### config.mk
export PLATFORM = sky130hd
export DESIGN_NAME = rle_sprite_clip_blitter_top
export DESIGN_NICKNAME = d
export VERILOG_FILES = /design/src/sv/rscb_pkg.sv /design/src/sv/rscb_csr.sv /design/src/sv/rscb_decode.sv /design/src/sv/rscb_out_buf.sv /design/src/sv/rle_sprite_clip_blitter_top.sv
export SDC_FILE = /design/constraint.sdc
export NUM_CORES = 1
export LEC_CHECK = 0
export CAP_MARGIN = 20
export CORE_ASPECT_RATIO = 0.8
export CORE_UTILIZATION = 55
export DETAILED_ROUTE_END_ITERATION = 8
export DONT_BUFFER_PORTS = 1
export PLACE_DENSITY = 0.8
export SLEW_MARGIN = 25
export SYNTH_ARGS = -nofsm -noshare
export SYNTH_HDL_FRONTEND = slang
export SYNTH_SLANG_ARGS = --single-unit
### constraint.sdc
create_clock -name clock -period 13.9 [get_ports clock]
set_input_delay 1.39 -clock clock [delete_from_list [all_inputs] [get_ports clock]]
set_output_delay 1.39 -clock clock [all_outputs]
set_load 0.02 [all_outputs]
### src/sv/rscb_pkg.sv
// Shared types, register codes and constants for the RLE sprite clip blitter.
package rscb_pkg;

   // Largest surface dimension honored by the clip logic.
   localparam int MAX_SURFACE_DIM = 1024;

   // Signed width of surface coordinates: 11-bit signed origin plus 16-bit bitmap offset.
   localparam int COORD_W = 18;

   localparam logic [7:0] CTRL_SKIP = 8'h80;
   localparam logic [7:0] NIBBLE_HI = 8'hF0;
   localparam logic [7:0] NIBBLE_LO = 8'h0F;
   localparam logic [15:0] PREFIX_WIDTH = 16'h0002;

   typedef enum logic [2:0] {
      CSR_DEST_X         = 3'd0,
      CSR_DEST_Y         = 3'd1,
      CSR_SURFACE_WIDTH  = 3'd2,
      CSR_SURFACE_HEIGHT = 3'd3,
      CSR_BLIT_MODE      = 3'd4,
      CSR_COLOR_SHIFT    = 3'd5
   } csr_index_type;

   typedef enum logic [1:0] {
      MODE_COPY   = 2'd0,
      MODE_SHADOW = 2'd1,
      MODE_SHIFT  = 2'd2,
      MODE_UNUSED = 2'd3
   } blit_mode_type;

   typedef logic signed [COORD_W-1:0] coord_type;

   typedef struct packed {
      logic [7:0] stream_byte;
      logic       frame_start;
   } req_type;

   typedef struct packed {
      logic [9:0] pixel_x;
      logic [9:0] pixel_y;
      logic [7:0] pixel_value;
      logic       darken;
   } rsp_type;

   typedef struct packed {
      logic signed [10:0] dest_x;
      logic signed [10:0] dest_y;
      logic [10:0]        surface_width;
      logic [10:0]        surface_height;
      blit_mode_type      blit_mode;
      logic signed [4:0]  color_shift;
   } cfg_type;

endpackage

### src/sv/rscb_csr.sv
// Configuration register file of the RLE sprite clip blitter.
module rscb_csr
   import rscb_pkg::*;
(
   input  logic        clock,
   input  logic        reset,
   input  logic        csr_valid,
   output logic        csr_ready,
   input  logic [2:0]  csr_index,
   input  logic [10:0] csr_data,
   output cfg_type     cfg
);

   cfg_type cfg_ff;
   cfg_type cfg_in;

   assign csr_ready = 1'b1;
   assign cfg = cfg_ff;

   always_comb begin
      cfg_in = cfg_ff;
      if (csr_valid) begin
         case (csr_index)
            CSR_DEST_X:         cfg_in.dest_x = csr_data;
            CSR_DEST_Y:         cfg_in.dest_y = csr_data;
            CSR_SURFACE_WIDTH:  cfg_in.surface_width = csr_data;
            CSR_SURFACE_HEIGHT: cfg_in.surface_height = csr_data;
            CSR_BLIT_MODE:      cfg_in.blit_mode = blit_mode_type'(csr_data[1:0]);
            CSR_COLOR_SHIFT:    cfg_in.color_shift = csr_data[4:0];
            default:            cfg_in = cfg_ff;
         endcase
      end
   end

   always_ff @(posedge clock) begin
      if (reset) begin
         cfg_ff.dest_x <= '0;
         cfg_ff.dest_y <= '0;
         cfg_ff.surface_width <= 11'd320;
         cfg_ff.surface_height <= 11'd200;
         cfg_ff.blit_mode <= MODE_COPY;
         cfg_ff.color_shift <= '0;
      end else begin
         cfg_ff <= cfg_in;
      end
   end

endmodule

### src/sv/rscb_decode.sv
// Stream parser, run-length counters, per-pixel clip and pixel mode logic.
module rscb_decode
   import rscb_pkg::*;
(
   input  logic    clock,
   input  logic    reset,
   input  logic    accept,
   input  req_type req,
   input  cfg_type cfg,
   output logic    push,
   output rsp_type result
);

   localparam logic [3:0] HDR_PREFIX_CHECK = 4'd3;
   localparam logic [3:0] HDR_LAST         = 4'd7;
   localparam logic [3:0] HDR_DONE         = 4'd8;

   logic [3:0]  header_phase_ff, header_phase_in;
   logic [15:0] bitmap_width_ff, bitmap_width_in;
   logic [15:0] bitmap_height_ff, bitmap_height_in;
   logic [15:0] source_column_ff, source_column_in;
   logic [15:0] source_row_ff, source_row_in;
   logic [7:0]  literal_left_ff, literal_left_in;
   logic        bitmap_done_ff, bitmap_done_in;

   coord_type   clip_w;
   coord_type   clip_h;
   coord_type   pix_x;
   coord_type   pix_y;
   logic        emit;
   logic [16:0] col_sum;
   logic [7:0]  shaded;
   logic signed [5:0] lo_sum;
   logic [3:0]  lo_sat;

   function automatic logic bitmap_over(input logic [15:0] w, input logic [15:0] h,
                                        input logic [15:0] row,
                                        input logic signed [10:0] dy, input coord_type ch);
      coord_type surf_row;
      surf_row = coord_type'(dy) + $signed({2'b00, row});
      return (w == '0) || (row >= h) || (surf_row >= ch);
   endfunction

   assign clip_w = (cfg.surface_width > MAX_SURFACE_DIM) ? coord_type'(MAX_SURFACE_DIM)
                                                         : $signed({7'd0, cfg.surface_width});
   assign clip_h = (cfg.surface_height > MAX_SURFACE_DIM) ? coord_type'(MAX_SURFACE_DIM)
                                                          : $signed({7'd0, cfg.surface_height});

   always_comb begin
      header_phase_in  = header_phase_ff;
      bitmap_width_in  = bitmap_width_ff;
      bitmap_height_in = bitmap_height_ff;
      source_column_in = source_column_ff;
      source_row_in    = source_row_ff;
      literal_left_in  = literal_left_ff;
      bitmap_done_in   = bitmap_done_ff;
      emit    = 1'b0;
      col_sum = '0;
      pix_x   = coord_type'(cfg.dest_x) + $signed({2'b00, source_column_ff});
      pix_y   = coord_type'(cfg.dest_y) + $signed({2'b00, source_row_ff});

      if (req.frame_start) begin
         header_phase_in  = '0;
         bitmap_width_in  = '0;
         bitmap_height_in = '0;
         source_column_in = '0;
         source_row_in    = '0;
         literal_left_in  = '0;
         bitmap_done_in   = 1'b0;
         pix_x = coord_type'(cfg.dest_x);
         pix_y = coord_type'(cfg.dest_y);
      end

      if (!bitmap_done_in) begin
         if (header_phase_in < HDR_DONE) begin
            case (header_phase_in[1:0])
               2'd0:    bitmap_width_in[7:0]   = req.stream_byte;
               2'd1:    bitmap_width_in[15:8]  = req.stream_byte;
               2'd2:    bitmap_height_in[7:0]  = req.stream_byte;
               default: bitmap_height_in[15:8] = req.stream_byte;
            endcase
            if (header_phase_in == HDR_PREFIX_CHECK) begin
               // 02 00 00 00 was the optional prefix: the real header follows
               header_phase_in = (bitmap_width_in == PREFIX_WIDTH && bitmap_height_in == '0)
                                 ? 4'd4 : HDR_DONE;
            end else if (header_phase_in == HDR_LAST) begin
               header_phase_in = HDR_DONE;
            end else begin
               header_phase_in = header_phase_in + 4'd1;
            end
            if (header_phase_in == HDR_DONE)
               bitmap_done_in = bitmap_over(bitmap_width_in, bitmap_height_in, '0,
                                            cfg.dest_y, clip_h);
         end else if (literal_left_in == '0) begin
            if (req.stream_byte[7] && ({9'd0, req.stream_byte[6:0]} <= bitmap_width_in)) begin
               col_sum = {1'b0, source_column_in} + {10'd0, req.stream_byte[6:0]};
               if (col_sum >= {1'b0, bitmap_width_in}) begin
                  col_sum = col_sum - {1'b0, bitmap_width_in};
                  source_row_in = source_row_in + 16'd1;
               end
               source_column_in = col_sum[15:0];
               bitmap_done_in = bitmap_over(bitmap_width_in, bitmap_height_in, source_row_in,
                                            cfg.dest_y, clip_h);
            end else begin
               literal_left_in = req.stream_byte;
            end
         end else begin
            literal_left_in = literal_left_in - 8'd1;
            col_sum = {1'b0, source_column_in} + 17'd1;
            if (col_sum >= {1'b0, bitmap_width_in}) begin
               source_column_in = '0;
               source_row_in = source_row_in + 16'd1;
            end else begin
               source_column_in = col_sum[15:0];
            end
            bitmap_done_in = bitmap_over(bitmap_width_in, bitmap_height_in, source_row_in,
                                         cfg.dest_y, clip_h);
            emit = (pix_x >= 0) && (pix_y >= 0) && (pix_x < clip_w) && (pix_y < clip_h);
         end
      end
   end

   // Color shift: saturate low nibble plus shift to 0..15, never emit zero
   always_comb begin
      lo_sum = $signed({2'b00, req.stream_byte[3:0]}) + 6'(cfg.color_shift);
      if (lo_sum > 6'sd15)
         lo_sat = 4'd15;
      else if (lo_sum < 6'sd0)
         lo_sat = 4'd0;
      else
         lo_sat = lo_sum[3:0];
      shaded = (req.stream_byte & NIBBLE_HI) | ({4'd0, lo_sat} & NIBBLE_LO);
      if (shaded == '0)
         shaded = 8'd1;
   end

   always_comb begin
      push = accept && emit;
      result.pixel_x = pix_x[9:0];
      result.pixel_y = pix_y[9:0];
      case (cfg.blit_mode)
         MODE_SHADOW: begin
            result.pixel_value = '0;
            result.darken = 1'b1;
         end
         MODE_SHIFT: begin
            result.pixel_value = shaded;
            result.darken = 1'b0;
         end
         default: begin
            result.pixel_value = req.stream_byte;
            result.darken = 1'b0;
         end
      endcase
   end

   always_ff @(posedge clock) begin
      if (reset) begin
         header_phase_ff  <= '0;
         bitmap_width_ff  <= '0;
         bitmap_height_ff <= '0;
         source_column_ff <= '0;
         source_row_ff    <= '0;
         literal_left_ff  <= '0;
         bitmap_done_ff   <= 1'b1;
      end else if (accept) begin
         header_phase_ff  <= header_phase_in;
         bitmap_width_ff  <= bitmap_width_in;
         bitmap_height_ff <= bitmap_height_in;
         source_column_ff <= source_column_in;
         source_row_ff    <= source_row_in;
         literal_left_ff  <= literal_left_in;
         bitmap_done_ff   <= bitmap_done_in;
      end
   end

endmodule

### src/sv/rscb_out_buf.sv
// Output register with skid stage for pixel write requests.
module rscb_out_buf
   import rscb_pkg::*;
(
   input  logic    clock,
   input  logic    reset,
   input  logic    push,
   input  rsp_type push_data,
   output logic    full,
   output logic    rsp_valid,
   input  logic    rsp_stall,
   output rsp_type rsp_data
);

   logic    out_valid_ff, out_valid_in;
   logic    skid_valid_ff, skid_valid_in;
   rsp_type out_data_ff, out_data_in;
   rsp_type skid_data_ff, skid_data_in;
   logic    pop;

   assign pop = out_valid_ff && !rsp_stall;
   assign full = skid_valid_ff;
   assign rsp_valid = out_valid_ff;
   assign rsp_data = out_data_ff;

   always_comb begin
      out_valid_in  = out_valid_ff;
      skid_valid_in = skid_valid_ff;
      out_data_in   = out_data_ff;
      skid_data_in  = skid_data_ff;
      if (skid_valid_ff) begin
         if (pop) begin
            out_data_in   = skid_data_ff;
            skid_valid_in = 1'b0;
         end
      end else if (push) begin
         if (!out_valid_ff || pop) begin
            out_data_in  = push_data;
            out_valid_in = 1'b1;
         end else begin
            skid_data_in  = push_data;
            skid_valid_in = 1'b1;
         end
      end else if (pop) begin
         out_valid_in = 1'b0;
      end
   end

   always_ff @(posedge clock) begin
      if (reset) begin
         out_valid_ff  <= 1'b0;
         skid_valid_ff <= 1'b0;
      end else begin
         out_valid_ff  <= out_valid_in;
         skid_valid_ff <= skid_valid_in;
      end
      out_data_ff  <= out_data_in;
      skid_data_ff <= skid_data_in;
   end

`ifndef ASSERT_OFF
   a_skid_behind_out: assert property (@(posedge clock) disable iff (reset)
      skid_valid_ff |-> out_valid_ff)
      else $error("skid entry held with empty output register");

   a_no_push_when_full: assert property (@(posedge clock) disable iff (reset)
      push |-> !skid_valid_ff)
      else $error("request pushed into full output buffer");

   a_skid_kept: assert property (@(posedge clock) disable iff (reset)
      (skid_valid_ff && rsp_stall) |=> (skid_valid_ff && $stable(skid_data_ff)))
      else $error("skid entry lost while output stalled");

   a_skid_moves_up: assert property (@(posedge clock) disable iff (reset)
      (skid_valid_ff && !rsp_stall) |=> (out_valid_ff && out_data_ff == $past(skid_data_ff)))
      else $error("skid entry not forwarded to output register");
`endif

endmodule

### src/sv/rle_sprite_clip_blitter_top.sv
// Top level of the RLE sprite clip blitter.
//
// Usage: sprite stream bytes enter on the req_ channel, one per accepted
// request (req_valid high, req_stall low); frame_start marks the first byte
// of a bitmap. Each literal pixel that lands inside the clip surface yields
// one pixel write request on the rsp_ channel; headers, skips, clipped
// pixels and bytes outside a bitmap yield none.
// Throughput: one byte per cycle while req_stall is low; the parser updates its
// counters and clip compare combinationally between the request and the output
// register that holds each pixel write for the rsp_ channel.
// When the receiver holds rsp_stall, one further pixel write is absorbed in a
// skid stage; req_stall is then high until the receiver takes a write.
// Registers are written on the csr_ channel (index, data); csr_ready is
// always high. Write them only while no request is in flight.
// Reset (synchronous, active high) restores register defaults, empties the
// output buffer and idles the parser until a byte with frame_start.
module rle_sprite_clip_blitter_top
   import rscb_pkg::*;
(
   input  logic        clock,
   input  logic        reset,
   input  logic        req_valid,
   output logic        req_stall,
   input  req_type     req_data,
   output logic        rsp_valid,
   input  logic        rsp_stall,
   output rsp_type     rsp_data,
   input  logic        csr_valid,
   output logic        csr_ready,
   input  logic [2:0]  csr_index,
   input  logic [10:0] csr_data
);

   cfg_type cfg;
   logic    accept;
   logic    push;
   logic    full;
   rsp_type result;

   assign req_stall = full;
   assign accept = req_valid && !full;

   rscb_csr u_csr (
      .clock     (clock),
      .reset     (reset),
      .csr_valid (csr_valid),
      .csr_ready (csr_ready),
      .csr_index (csr_index),
      .csr_data  (csr_data),
      .cfg       (cfg)
   );

   rscb_decode u_decode (
      .clock  (clock),
      .reset  (reset),
      .accept (accept),
      .req    (req_data),
      .cfg    (cfg),
      .push   (push),
      .result (result)
   );

   rscb_out_buf u_out_buf (
      .clock     (clock),
      .reset     (reset),
      .push      (push),
      .push_data (result),
      .full      (full),
      .rsp_valid (rsp_valid),
      .rsp_stall (rsp_stall),
      .rsp_data  (rsp_data)
   );

endmodule

; Yosys cells after proc, flatten, opt, wreduce, memory -nomap -nowiden
; Index checks and enable logic that the tools add are counted.
[totals]
regBits = 188
latchBits = 0
ramBits = 0
rom_bits = 0
output_inout_bits = 32
memories = 0
[classes]
add_sub_neg = 11
n_mul = 0
div = 0
order_cmp = 18
n_eq_ne = 15
n_shift = 0
mux = 80
bitwise_logic = 3
n_reduce_logical = 38
[ops]
columns = operator, n
row1 = 16-bit 2-to-1 mux, 27
row2 = 8-bit 2-to-1 mux, 18
row3 = 29-bit 2-to-1 mux, 4
row4 = 11-bit by 17-bit adder with 18-bit output, 4
row5 = 16-bit zero test, 3
row6 = 4-bit 2-to-1 mux, 10
row7 = 18-bit by 1-bit greater-or-equal comparator with 1-bit output (second input constant), 2
row8 = 18-bit greater-or-equal comparator, 2
row9 = 18-bit by 12-bit less-than comparator with 1-bit output, 2
row10 = 18-bit 2-to-1 mux, 2
row11 = 17-bit by 16-bit greater-or-equal comparator with 1-bit output, 2
row12 = 16-bit greater-or-equal comparator, 2
row13 = 11-bit greater-than comparator (second input constant), 2
row14 = 11-bit 2-to-1 mux, 2
row15 = 9-bit one-hot mux with 2 select lines, 1
row16 = 16-bit by 1-bit adder with 17-bit output (second input constant), 1
row17 = 16-bit by 7-bit adder with 17-bit output, 1
row18 = 16-bit by 1-bit adder with 16-bit output (second input constant), 1
row19 = 16-bit by 2-bit equality test with 1-bit output (second input constant), 1
row20 = 1-bit by 16-bit greater-or-equal comparator with 1-bit output (first input constant), 1
row21 = 7-bit by 16-bit <= comparator with 1-bit output, 1
row22 = 8-bit zero test, 2
row23 = 1-bit 2-to-1 mux, 16
row24 = 16-bit subtractor, 1
row25 = other kinds (28), 57

; Logic depth before layout (Yosys ltp)
; Gate-level depths: netlist (run 1).
[depth]
depth_word = 16
mapped_depth = 44
ltp_nobuf = 37

; Hierarchy
; A second synthesis (run 1) with hierarchy kept.
[unflattened]
cells_unflattened = 2026
hier_area_um2 = 17025.1
[modules_own_cells]
columns = module, n_inst, cells_per_inst, area_per_inst_um2
row1 = rscb_decode, 1, 1729, 12575.8
row2 = rscb_out_buf, 1, 103, 2332.2
row3 = rscb_csr, 1, 193, 2103.3
row4 = rle_sprite_clip_blitter_top, 1, 1, 13.8

; Worst setup path before layout (run 1)
; Ideal clock, no wire load.
[synth_timing]
path_type = input to register
startpoint = input req_data[0] (netlist bit)
endpoint = register u_decode.bitmap_done_ff
setup_time_ns = 0.122
arrival_ns = 9.080
t_required_ns = 13.778
path_slack_ns = 4.699
stages = 43
cell_sequence = buf_4 buf_2 buf_1 clkbuf_1 nor2b_1 ha_1 inv_1 fa_1 nor2b_1 o21ai_0 a21o_1 a211oi_2 o2111ai_2 xor2_1 ha_1 a21o_1 a21o_1 a21oi_1 [... 7 more ...] ha_1 o21ai_0 nor2_1 o21a_1 o21ai_0 nand2b_1 a21oi_1 xnor2_1 ha_1 a21oi_1 nor2b_1 o21ai_0 o211ai_1 a21oi_1 nand4_1 a221oi_1 o22ai_1 a221o_1
[synth_between]
elab_chain_len = 16
[synth_rtl]
columns = item, line_no
row1 = "start, declared", rle_sprite_clip_blitter_top.sv:24  ; input req_type req_data,
row2 = branches (longest 15 deep; another with 11-bit by 17-bit adder with 18-bit output), n/a
row3 = 1-bit 2-to-1 mux (*), rscb_decode.sv:74  ; if (!bitmap_done_in) begin
row4 = "end signal, assigned", rscb_decode.sv:173  ; bitmap_done_ff <= bitmap_done_in;
row5 = "end, declared", rscb_decode.sv:24  ; logic bitmap_done_ff, bitmap_done_in;
; Every way passes the cells marked *. The select of a mux whose other input is x is not followed.
; A chain may end at the register's enable or synchronous reset.

; Worst setup path after layout (run 1)
; Same ends and word-level chain as after synthesis.

==> results of run 1 <==
## per-layer routing
metal / wire [um] / global-route usage (%) / up-vias
met4: 1170 / 8.84 / 2
li1: - / - / 7678
met2: 21600 / 47.3 / 937
met5: 12 / 0 / -
met3: 6840 / 8.98 / 97
met1: 23100 / 49.3 / 7610
## cell type report
class / count / area (sq um)
clock buffers: 17 / 425
flip-flops and latches: 188 / 4350
repair buffers: 15 / 133
fillers: 2685 / 12500
inverters: 69 / 259
multi-input cells: 1783 / 12000
well taps: 413 / 517
clock inverters: 15 / 138
diodes: 1 / 2.50
## power breakdown
part	internal, mW	leakage [nW]	total (mW)	switching, mW
Clock	0.235	0.265	0.484	0.248
Sequential	0.570	1.59	0.580	0.00948
Combinational	0.0762	5.17	0.208	0.132
Total	0.882	7.03	1.27	0.390
## metrics by stage
| step | instances | area [sq um] | hold slack [ns] |
|---|---|---|---|
| 4_1_cts | 2499 | 17800 | 0.452 |
| 5_1_grt | 2500 | 17800 | 0.470 |
| 3_5_place_dp | 2467 | 17200 | 0.441 |
| 3_3_place_gp | 2467 | 17200 | 0.435 |
| 2_1_floorplan | 2129 | 16900 | 0.432 |
| 6_report | 2501 | 17800 | 0.459 |
## cells by family (layout without fill, tap and decap cells)
| group | count (synthesis) | in the layout | share of synthesized area (%) |
|---|---|---|---|
| other | 1 | 2 | 0.0222 |
| AO/OA/AOI/OAI | 609 | 609 | 23.4 |
| multiplexers | 53 | 53 | 3.40 |
| buffers and inverters | 158 | 116 | 3.68 |
| adder cells (fa/ha/maj) | 217 | 217 | 16.3 |
| AND/OR/NAND/NOR | 793 | 793 | 21.8 |
| XOR/XNOR | 110 | 110 | 5.69 |
| flip-flops | 188 | 188 | 25.7 |
## path summary, 6_finish.rpt
kind	start	to	slack, ns	depth (start not counted)
setup reg to reg	u_decode.source_column_ff[0]	u_decode.bitmap_done_ff	4.93	38
hold / removal	u_csr.cfg[18]	u_csr.cfg[18]	0.46	2
hold reg to reg	u_csr.cfg[18]	u_csr.cfg[18]	0.46	2
setup / recovery	req_data[0]	u_decode.bitmap_done_ff	4.52	38
## worst min-delay path: cells and delay by family, from the launching register on
kind,cells,cell delay (ns)
AOI/OAI and AO/OA,1,0.05
DFF,1,0.31
and+or+nand+nor,1,0.05
## sequential cells by signal, summed over array words and instances (netlist names)
| register | flops |
|---|---|
| u_out_buf.full | 1 |
| u_decode.header_phase_ff | 4 |
| u_decode.bitmap_height_ff | 16 |
| u_out_buf.rsp_valid | 1 |
| u_decode.source_row_ff | 16 |
| u_out_buf.skid_data_ff | 29 |
| u_out_buf.rsp_data | 29 |
| u_decode.bitmap_width_ff | 16 |
| u_decode.source_column_ff | 16 |
| u_csr.cfg | 51 |
| u_decode.literal_left_ff | 8 |
| u_decode.bitmap_done_ff | 1 |
## layout by cell type, fill, tap and decap left out, types with 8 or more instances in the layout
cell,synthesis,final
a2111oi_0,8,8
a211oi_1,24,23
a221oi_1,10,10
nor2b_1,42,42
edfxtp_1,58,58
o21a_1,30,30
nand4_1,21,21
and3_1,17,17
o31ai_1,17,16
nor3b_1,8,8
inv_1,66,65
or3_1,15,15
o21bai_1,11,11
o21ai_0,134,133
nand2_1,293,293
and2_1,16,16
or2_2,8,8
nor3_1,46,46
o22ai_1,11,11
nand2b_1,22,22
dfxtp_1,130,129
nor2_1,200,199
mux2i_1,17,17
ha_1,208,208
a22oi_1,29,29
a21oi_1,168,168
a21o_1,42,42
nand3_1,57,57
nor4_1,11,11
buf_4,4,14
a31oi_1,25,25
clkbuf_16,0,17
mux2_2,36,36
xnor2_1,79,79
xor2_1,31,31
a32oi_1,11,11
o211ai_1,17,17
==> results.ini, run 1 <==
[finish]
final_core_occ_pct = 58.8
layout.nets = 2317
area_delta_synth_final_pct = 5.30
share_of_post_route_cells_with_drive_strength_above_1_pct = 5.61

[yosys]
yosysSeqAreaShare_pct = 25.7
mappedNetlistNets = 2372
synth_cell_types = 93
most_numerous_cell_types_in_the_synthesized_netlist = 293 x nand2_1, 208 x ha_1, 200 x nor2_1
synth_most_common_cell = nand2_1
synth.cell_area_sq_mm = 0.0169
synth.area.top_cells = dfxtp_1 15%, ha_1 15%, edfxtp_1 10%
ys_seq_elements = 188
netlist_instances = 2129
async_flop_share_pct = 0
synth-warning-count = 0
post_synth_edffs = 58
synth_flop_cell = dfxtp_1
synth_top_cell_area_share_pct = 15.4
synth_area_leader_cell = dfxtp_1
synthesis.area_per_instance_sq_um = 7.95

[grt]
maximum_number_of_pins_on_one_net_before_global_route_repair = 104
global_route.usage.total_pct = 33.4
grt_first_pass_wirelength_um = 82400
grt_overflow = 0
first_global_vias = 14500
grt_antenna_before_repair = 3

[cts]
cts_resized = 0
cts_tree = yes
cts_setup_buffers = 0
clk_lat_worst_skew_ns = 0.46
clock_pin_slew_of_the_registers_on_the_worst_case_setup_and_hold_paths_ns = 0.09
post_cts_hold_buffer_count = 0
clk_tree_root_cell = clkbuf_16
clock-sinks = 188
cts-htree-levels = 4
cts_buffer_depth = 2
cts_made_buffers = 17

[sta]
timing.final.crit_period_ns = 9.38
finalSetupTns_ns = 0
finalSetupViolCount = 0
tightest_slew_ns = 0.990
final_max_slew_viol_count = 0
fin_worst_setup_slack_ns = 4.52
finClkSkew_ns = 0.0165
setup_repair_after_global_routing_missed_its_margin = no
final_min_period_over_clock_period_pct = 67.4
clock.fmax_mhz = 107
finalHoldViolations = 0
relSlewSlack_pct = 33.6

[power_and_ir_drop]
irDropWorstVdd_uv = 84.2
p_leak_nw = 7.03
power_density_mw_per_mm2 = 71.4
report.power.total_mw = 1.27

[drt]
drt_first_iter_violations = 2123
routed_via_density = 6.53
route.detailed.wl_per_inst_um = 21.1
drc_errors = 0
via_count = 16300
detail_route.first_pass.iterations = 6
route.antenna.remaining_nets = 0
totalWireLength_um = 52800

[floorplanning]
num_rows = 57
start_util_pct = 55.8
die_y_um = 159
die_width_um = 198
ioPinCount = 60
die_area_sq_mm = 0.0315
area_of_the_core_region_sq_mm = 0.0303

[job]
max_cap_viol_count = 0

[worst_setup_path]
startpoint_type = primary input
cpMostUsedCell = o21ai_0
critical_path_buf_inv_count = 2
timing.critical_path.required_ns = 14.26
criticalPathCategory = primary input to flop
wp_data_arrival_ns = 9.73
cp-end-kind = flop
worst_path_max_delay_cell = buf_4
critical_path.top_delay_family = compound AO/OA/AOI/OAI gates
critical_path_peak_fanout = 102
critPathMaxStageDelay_ns = 0.54

[place]
post-place-ws_ns = 4.33
detailedPlacementHpwl_um = 40000
gp_congestion = 1.03
port-buffer-count = 0

[run_status]
status = complete, no violations

[worst_hold_path]
worst_hold_path_class = flop to flop

Power figures use the tool's default switching activity.
==> run 2: changes to the inputs <==
--- a/config.mk
+++ b/config.mk
@@ -10,7 +10,7 @@
 export CORE_UTILIZATION = 55
 export DETAILED_ROUTE_END_ITERATION = 8
 export DONT_BUFFER_PORTS = 1
-export PLACE_DENSITY = 0.8
+export PLACE_DENSITY = 0.83
 export SLEW_MARGIN = 25
 export SYNTH_ARGS = -nofsm -noshare
 export SYNTH_HDL_FRONTEND = slang
==> constraint.sdc (replaced) <==
create_clock -name clock -period 7.6 [get_ports clock]
set_input_delay 0.76 -clock clock [delete_from_list [all_inputs] [get_ports clock]]
set_output_delay 0.76 -clock clock [all_outputs]
set_load 0.02 [all_outputs]
==> run 2 against run 1 <==
Worst hold slack worse by 0.10 ns. Final cell count is 3.0% higher. Worst setup slack worse by 4.2 ns. Die area stayed put. Non-clock buffer count is 75 higher. Combinational power is 98% higher. Core utilization is 3.2 points higher. Clock power is 100% higher.
==> results.ini, run 2 (synthesized netlist as in run 1, its figures left out) <==
[power_and_ir_drop]
p_leak_nw = 7.53
power_density_mw_per_mm2 = 130
irDropWorstVdd_uv = 145

[finish]
fillers = 2560
layout.nets = 2392
largest_register_ff_count = 51
multi_input_area_sq_mm = 0.0123
n_antenna_cell = 0
area_delta_synth_final_pct = 11.0
area.sequential_sq_mm = 0.00435
mostFrequentLayoutCells = 293 x nand2_1, 203 x ha_1, 198 x nor2_1, 161 x a21oi_1, 129 x dfxtp_1
mostFrequentLayoutCell = nand2_1
share_of_post_route_cells_with_drive_strength_above_1_pct = 11.4

[worst_setup_path]
timing.critical_path.required_ns = 7.96
critPathMaxStageDelay_ns = 0.38
startpoint_type = flop
timing.critical_path.from = u_decode.source_column_ff[0]
wp_data_arrival_ns = 7.64
critical_path_peak_fanout = 6
worst_path_max_delay_cell = ha_1
timing.rr.start = u_decode.source_column_ff[0]
criticalPathCategory = flop to flop
cp-end-kind = flop

[sta]
fin_hold_ws_ns = 0.356
finalSetupViolCount = 0
tightest_slew_ns = 0.998
clock.fmax_mhz = 137
finalSetupTns_ns = 0
relSlewSlack_pct = 33.5
finClkSkew_ns = 0.0121
final_max_slew_viol_count = 0
final_min_period_over_clock_period_pct = 95.8
finalHoldViolations = 0
timing.final.crit_period_ns = 7.28

[floorplanning]
ioPinCount = 60
num_rows = 57
area_of_the_core_region_sq_mm = 0.0303
die_width_um = 198
die_y_um = 159
die_area_sq_mm = 0.0315
start_util_pct = 55.8

[cts]
clk_tree_root_cell = clkbuf_16
cts_tree = yes
cts_buffer_depth = 2
clock_pin_slew_of_the_registers_on_the_worst_case_setup_and_hold_paths_ns = 0.08
clk_lat_worst_skew_ns = 0.47
cts_made_buffers = 17
cts-htree-levels = 4
clock-sinks = 188

[drt]
drc_errors = 0
route.detailed.wl_per_inst_um = 21.3
routed_via_density = 6.54
via_count = 16800
totalWireLength_um = 54900
drt_first_iter_violations = 2060
detail_route.first_pass.iterations = 8
route.antenna.remaining_nets = 0

[grt]
grt_overflow = 0
grt_first_pass_wirelength_um = 84800
first_global_vias = 15400
grt_antenna_before_repair = 0
maximum_number_of_pins_on_one_net_before_global_route_repair = 104
global_route.usage.total_pct = 34.5

[place]
gp_congestion = 0.956
detailedPlacementHpwl_um = 41300
port-buffer-count = 0

[run_status]
status = complete, no violations

[worst_hold_path]
min-delay-start = reset
worst_hold_path_class = primary input to flop

[job]
max_cap_viol_count = 0

[run 2: per-layer routing]
layer  GRT usage [%]  part of all wire, %  routed length (um)  vias up
met5               0                    0                   0        -
met4            12.6                  3.0                1630        0
met3            7.94                   12                6490      124
met2            49.3                   42               23000      952
met1            50.0                   43               23800     7943
li1                -                    -                   -     7820
[run 2: power by group]
part           switching [mW]  leakage (nW)  internal, mW
Combinational           0.252          5.63         0.160
Sequential             0.0159          1.59          1.04
Clock                   0.448         0.312         0.524
Total                   0.715          7.53          1.73
[run 2: worst paths after layout]
path,to,cells past startpoint,slack (ns)
worst max register to register,u_decode.bitmap_done_ff,36,0.32
worst max-delay path,u_decode.bitmap_done_ff,36,0.32
worst min register to register,u_csr.cfg[7],2,0.46
worst min-delay path,u_decode.literal_left_ff[4],1,0.36
[run 2: area by class of cell]
type / count / area share (%)
clock buffers: 21 / 2.68
clock inverters: 11 / 0.739
inverters: 69 / 1.38
multi-input cells: 1783 / 65.6
flip-flops and latches: 188 / 23.1
well taps: 413 / 2.75
repair buffers: 90 / 3.74
[run 2: repair_timing]
action | CTS | global route
setup buffers | 0 | 11
setup endpoints to repair | 0 | 1
hold buffers | 0 | 0
resized for setup | 0 | 52
[run 2: critical path, delay by kind of cell (launching register included)]
kind	cells	cell delay (ns)
AOI/OAI and AO/OA	17	3.46
adders and majority gates	5	1.51
and+or+nand+nor	9	1.16
xor gates and xnor gates	3	0.46
DFF	1	0.34
buffers and inverters	2	0.19
[run 2: metrics by stage]
stage | cell area, sq um | util, % | power [mW] | setup slack, ns | std cells
detailed placement | 17800 | 58.6 | 1.46 | -0.260 | 2531
floorplan | 17000 | - | 1.38 | -0.154 | 2129
global route | 18800 | 62.0 | 2.52 | -0.0615 | 2575
finish | 18800 | 62.0 | 2.44 | 0.321 | 2575
CTS | 18400 | 60.7 | 2.42 | 0.117 | 2563
global placement | 17800 | 58.6 | 1.45 | -0.0299 | 2531
==> run 3: changes to the inputs <==
--- a/config.mk
+++ b/config.mk
@@ -14,4 +14,5 @@
 export SLEW_MARGIN = 25
 export SYNTH_ARGS = -nofsm -noshare
 export SYNTH_HDL_FRONTEND = slang
+export SYNTH_HIERARCHICAL = 1
 export SYNTH_SLANG_ARGS = --single-unit
==> run 3 against run 2 <==
Die area grew 0.63%. First-iteration DRC count is 18% lower. Register-to-register slack lost 0.02 ns. Sequential share of layout area grew 0.87 points. Design area down 3.6%. Final cell count decreased by 6.5%. Critical path type is now primary input to flop. Largest power group unchanged. Highest routed layer unchanged.
==> results.ini, run 3 <==
[run_status]
status = complete, no violations

[floorplanning]
start_util_pct = 56.0
area_of_the_core_region_sq_mm = 0.0304
die_width_um = 199
ioPinCount = 60
num_rows = 57
die_area_sq_mm = 0.0317
die_y_um = 159

[drt]
via_count = 15700
route.detailed.wl_per_inst_um = 21.1
routed_via_density = 6.50
drt_first_iter_violations = 1699
totalWireLength_um = 50700
detail_route.first_pass.iterations = 6
route.antenna.remaining_nets = 0
drc_errors = 0

[yosys]
post_synth_edffs = 58
synth_cell_types = 88
async_flop_share_pct = 0
synthesis.area_per_instance_sq_um = 8.40
most_numerous_cell_types_in_the_synthesized_netlist = 208 x ha_1, 206 x nand2_1, 163 x nor2_1
synth_top_cell_area_share_pct = 15.3
synth_area_leader_cell = dfxtp_1
synth-warning-count = 6
synth_flop_cell = dfxtp_1
synth.area.top_cells = dfxtp_1 15%, ha_1 15%, edfxtp_1 10%
mappedNetlistNets = 2269
ys_seq_elements = 188
netlist_instances = 2026
synth.cell_area_sq_mm = 0.0170
yosysSeqAreaShare_pct = 25.5
synth_most_common_cell = ha_1

[sta]
relSlewSlack_pct = 26.3
finClkSkew_ns = 0.0135
final_max_slew_viol_count = 0
finalHoldViolations = 0
tightest_slew_ns = 1.10
timing.final.crit_period_ns = 7.35
fin_worst_setup_slack_ns = 0.249
clock.fmax_mhz = 136
fin_hold_ws_ns = 0.371
final_min_period_over_clock_period_pct = 96.7
finalSetupViolCount = 0
setup_repair_after_global_routing_missed_its_margin = no

[finish]
multi_input_area_sq_mm = 0.0122
area_delta_synth_final_pct = 6.34
mostFrequentLayoutCell = ha_1
layoutNonFillerInstCount = 2408
layout.nets = 2225
largest_register_ff_count = 51
area.sequential_sq_mm = 0.00435
n_antenna_cell = 0
fillers = 2605
mostFrequentLayoutCells = 205 x ha_1, 203 x nand2_1, 160 x nor2_1, 150 x a21oi_1, 129 x dfxtp_1
share_of_post_route_cells_with_drive_strength_above_1_pct = 7.62

[cts]
clock-sinks = 188
cts-htree-levels = 4
cts_made_buffers = 17
cts_tree = yes
cts_buffer_depth = 2
post_cts_hold_buffer_count = 0
clk_tree_root_cell = clkbuf_16
clk_lat_worst_skew_ns = 0.46
clock_pin_slew_of_the_registers_on_the_worst_case_setup_and_hold_paths_ns = 0.08

[worst_setup_path]
critPathMaxStageDelay_ns = 0.39
cpMostUsedCell = a21o_1
startpoint_type = primary input
cp-end-kind = flop
worst_path_max_delay_cell = a221oi_2
critical_path_buf_inv_count = 2
timing.critical_path.required_ns = 7.92
critical_path_peak_fanout = 123
criticalPathCategory = primary input to flop
wp_data_arrival_ns = 7.67
critical_path.top_delay_family = compound AO/OA/AOI/OAI gates

[power_and_ir_drop]
p_leak_nw = 7.47
irDropWorstVdd_uv = 165
report.power.total_mw = 2.31
power_density_mw_per_mm2 = 128

[worst_hold_path]
worst_hold_path_class = primary input to flop

[place]
port-buffer-count = 0
gp_congestion = 1.01
detailedPlacementHpwl_um = 38000
dp_cells = 2375
post-place-ws_ns = 0.118

[grt]
grt_antenna_before_repair = 0
global_route.usage.total_pct = 31.5
grt_first_pass_wirelength_um = 79100
grt_overflow = 0
first_global_vias = 14800
maximum_number_of_pins_on_one_net_before_global_route_repair = 124

[job]
max_cap_viol_count = 0

==> run 3: changes by cell type in the layout (fill, tap and decap cells not counted), moves of 26 or more <==
cell      previous run  this run
mux2i_1             15        64
nand2_1            293       203
nand2b_1            21        88
mux2_2              36        10
mux2_4               0        27
nor2_1             198       160
buf_4               87        26
==> run 3: what timing repair did <==
action,4_1_cts,5_1_grt
setup endpoints to repair,0,1
resized for setup,0,1
buffers inserted,0,0
==> run 3: cells by family (layout without fill, tap and decap cells) <==
logic type	Yosys count	after routing	share of synthesized area [%]
buffers and inverters	154	123	3.92
and+or+nand+nor	691	691	20.2
DFF	188	188	25.5
muxes	101	101	6.81
adders and majority gates	216	216	16.2
xor gates and xnor gates	115	115	5.92
AOI/OAI and AO/OA	560	560	21.4
other	1	1	0.0220
==> run 3: area by class of cell <==
type                       count  area share, %
inverter                      64           1.33
multi-input combinational   1684           67.1
clock inverter                15           1.13
tap                          413           2.85
timing repair buffer          27           1.23
sequential                   188           24.0
clock buffer                  17           2.35
==> run 3: through the flow <==
step / TNS, ns / instance area (sq um) / util (%)
5_1_grt: 0 / 18100 / 59.6
3_5_place_dp: 0 / 17400 / 57.4
3_3_place_gp: 0 / 17400 / 57.4
6_report: 0 / 18100 / 59.6
4_1_cts: 0 / 18100 / 59.5
2_1_floorplan: -0.0439 / 17200 / -
==> run 3: per-layer routing <==
metal,vias to the layer above,global-route usage (%),routed length (um)
li1,7322,-,-
met1,7429,44.0,22200
met2,789,48.2,22200
met3,113,5.80,4810
met4,0,11.7,1430
met5,-,0,0
==> run 3: power breakdown <==
part           switching (mW)  internal [mW]  total [mW]
logic                   0.188          0.120       0.308
registers              0.0116           1.04        1.05
clock network           0.495          0.457       0.952
==> run 3: final timing paths <==
kind              slack [ns]                 endpoint  cells past startpoint                         start
setup / recovery        0.25  u_decode/bitmap_done_ff                     35                   req_data[0]
hold / removal          0.37           u_out_buf/full                      1                         reset
setup reg to reg        0.30  u_decode/bitmap_done_ff                     35  u_decode/source_column_ff[0]
hold reg to reg         0.48             u_csr/cfg[7]                      2                  u_csr/cfg[7]
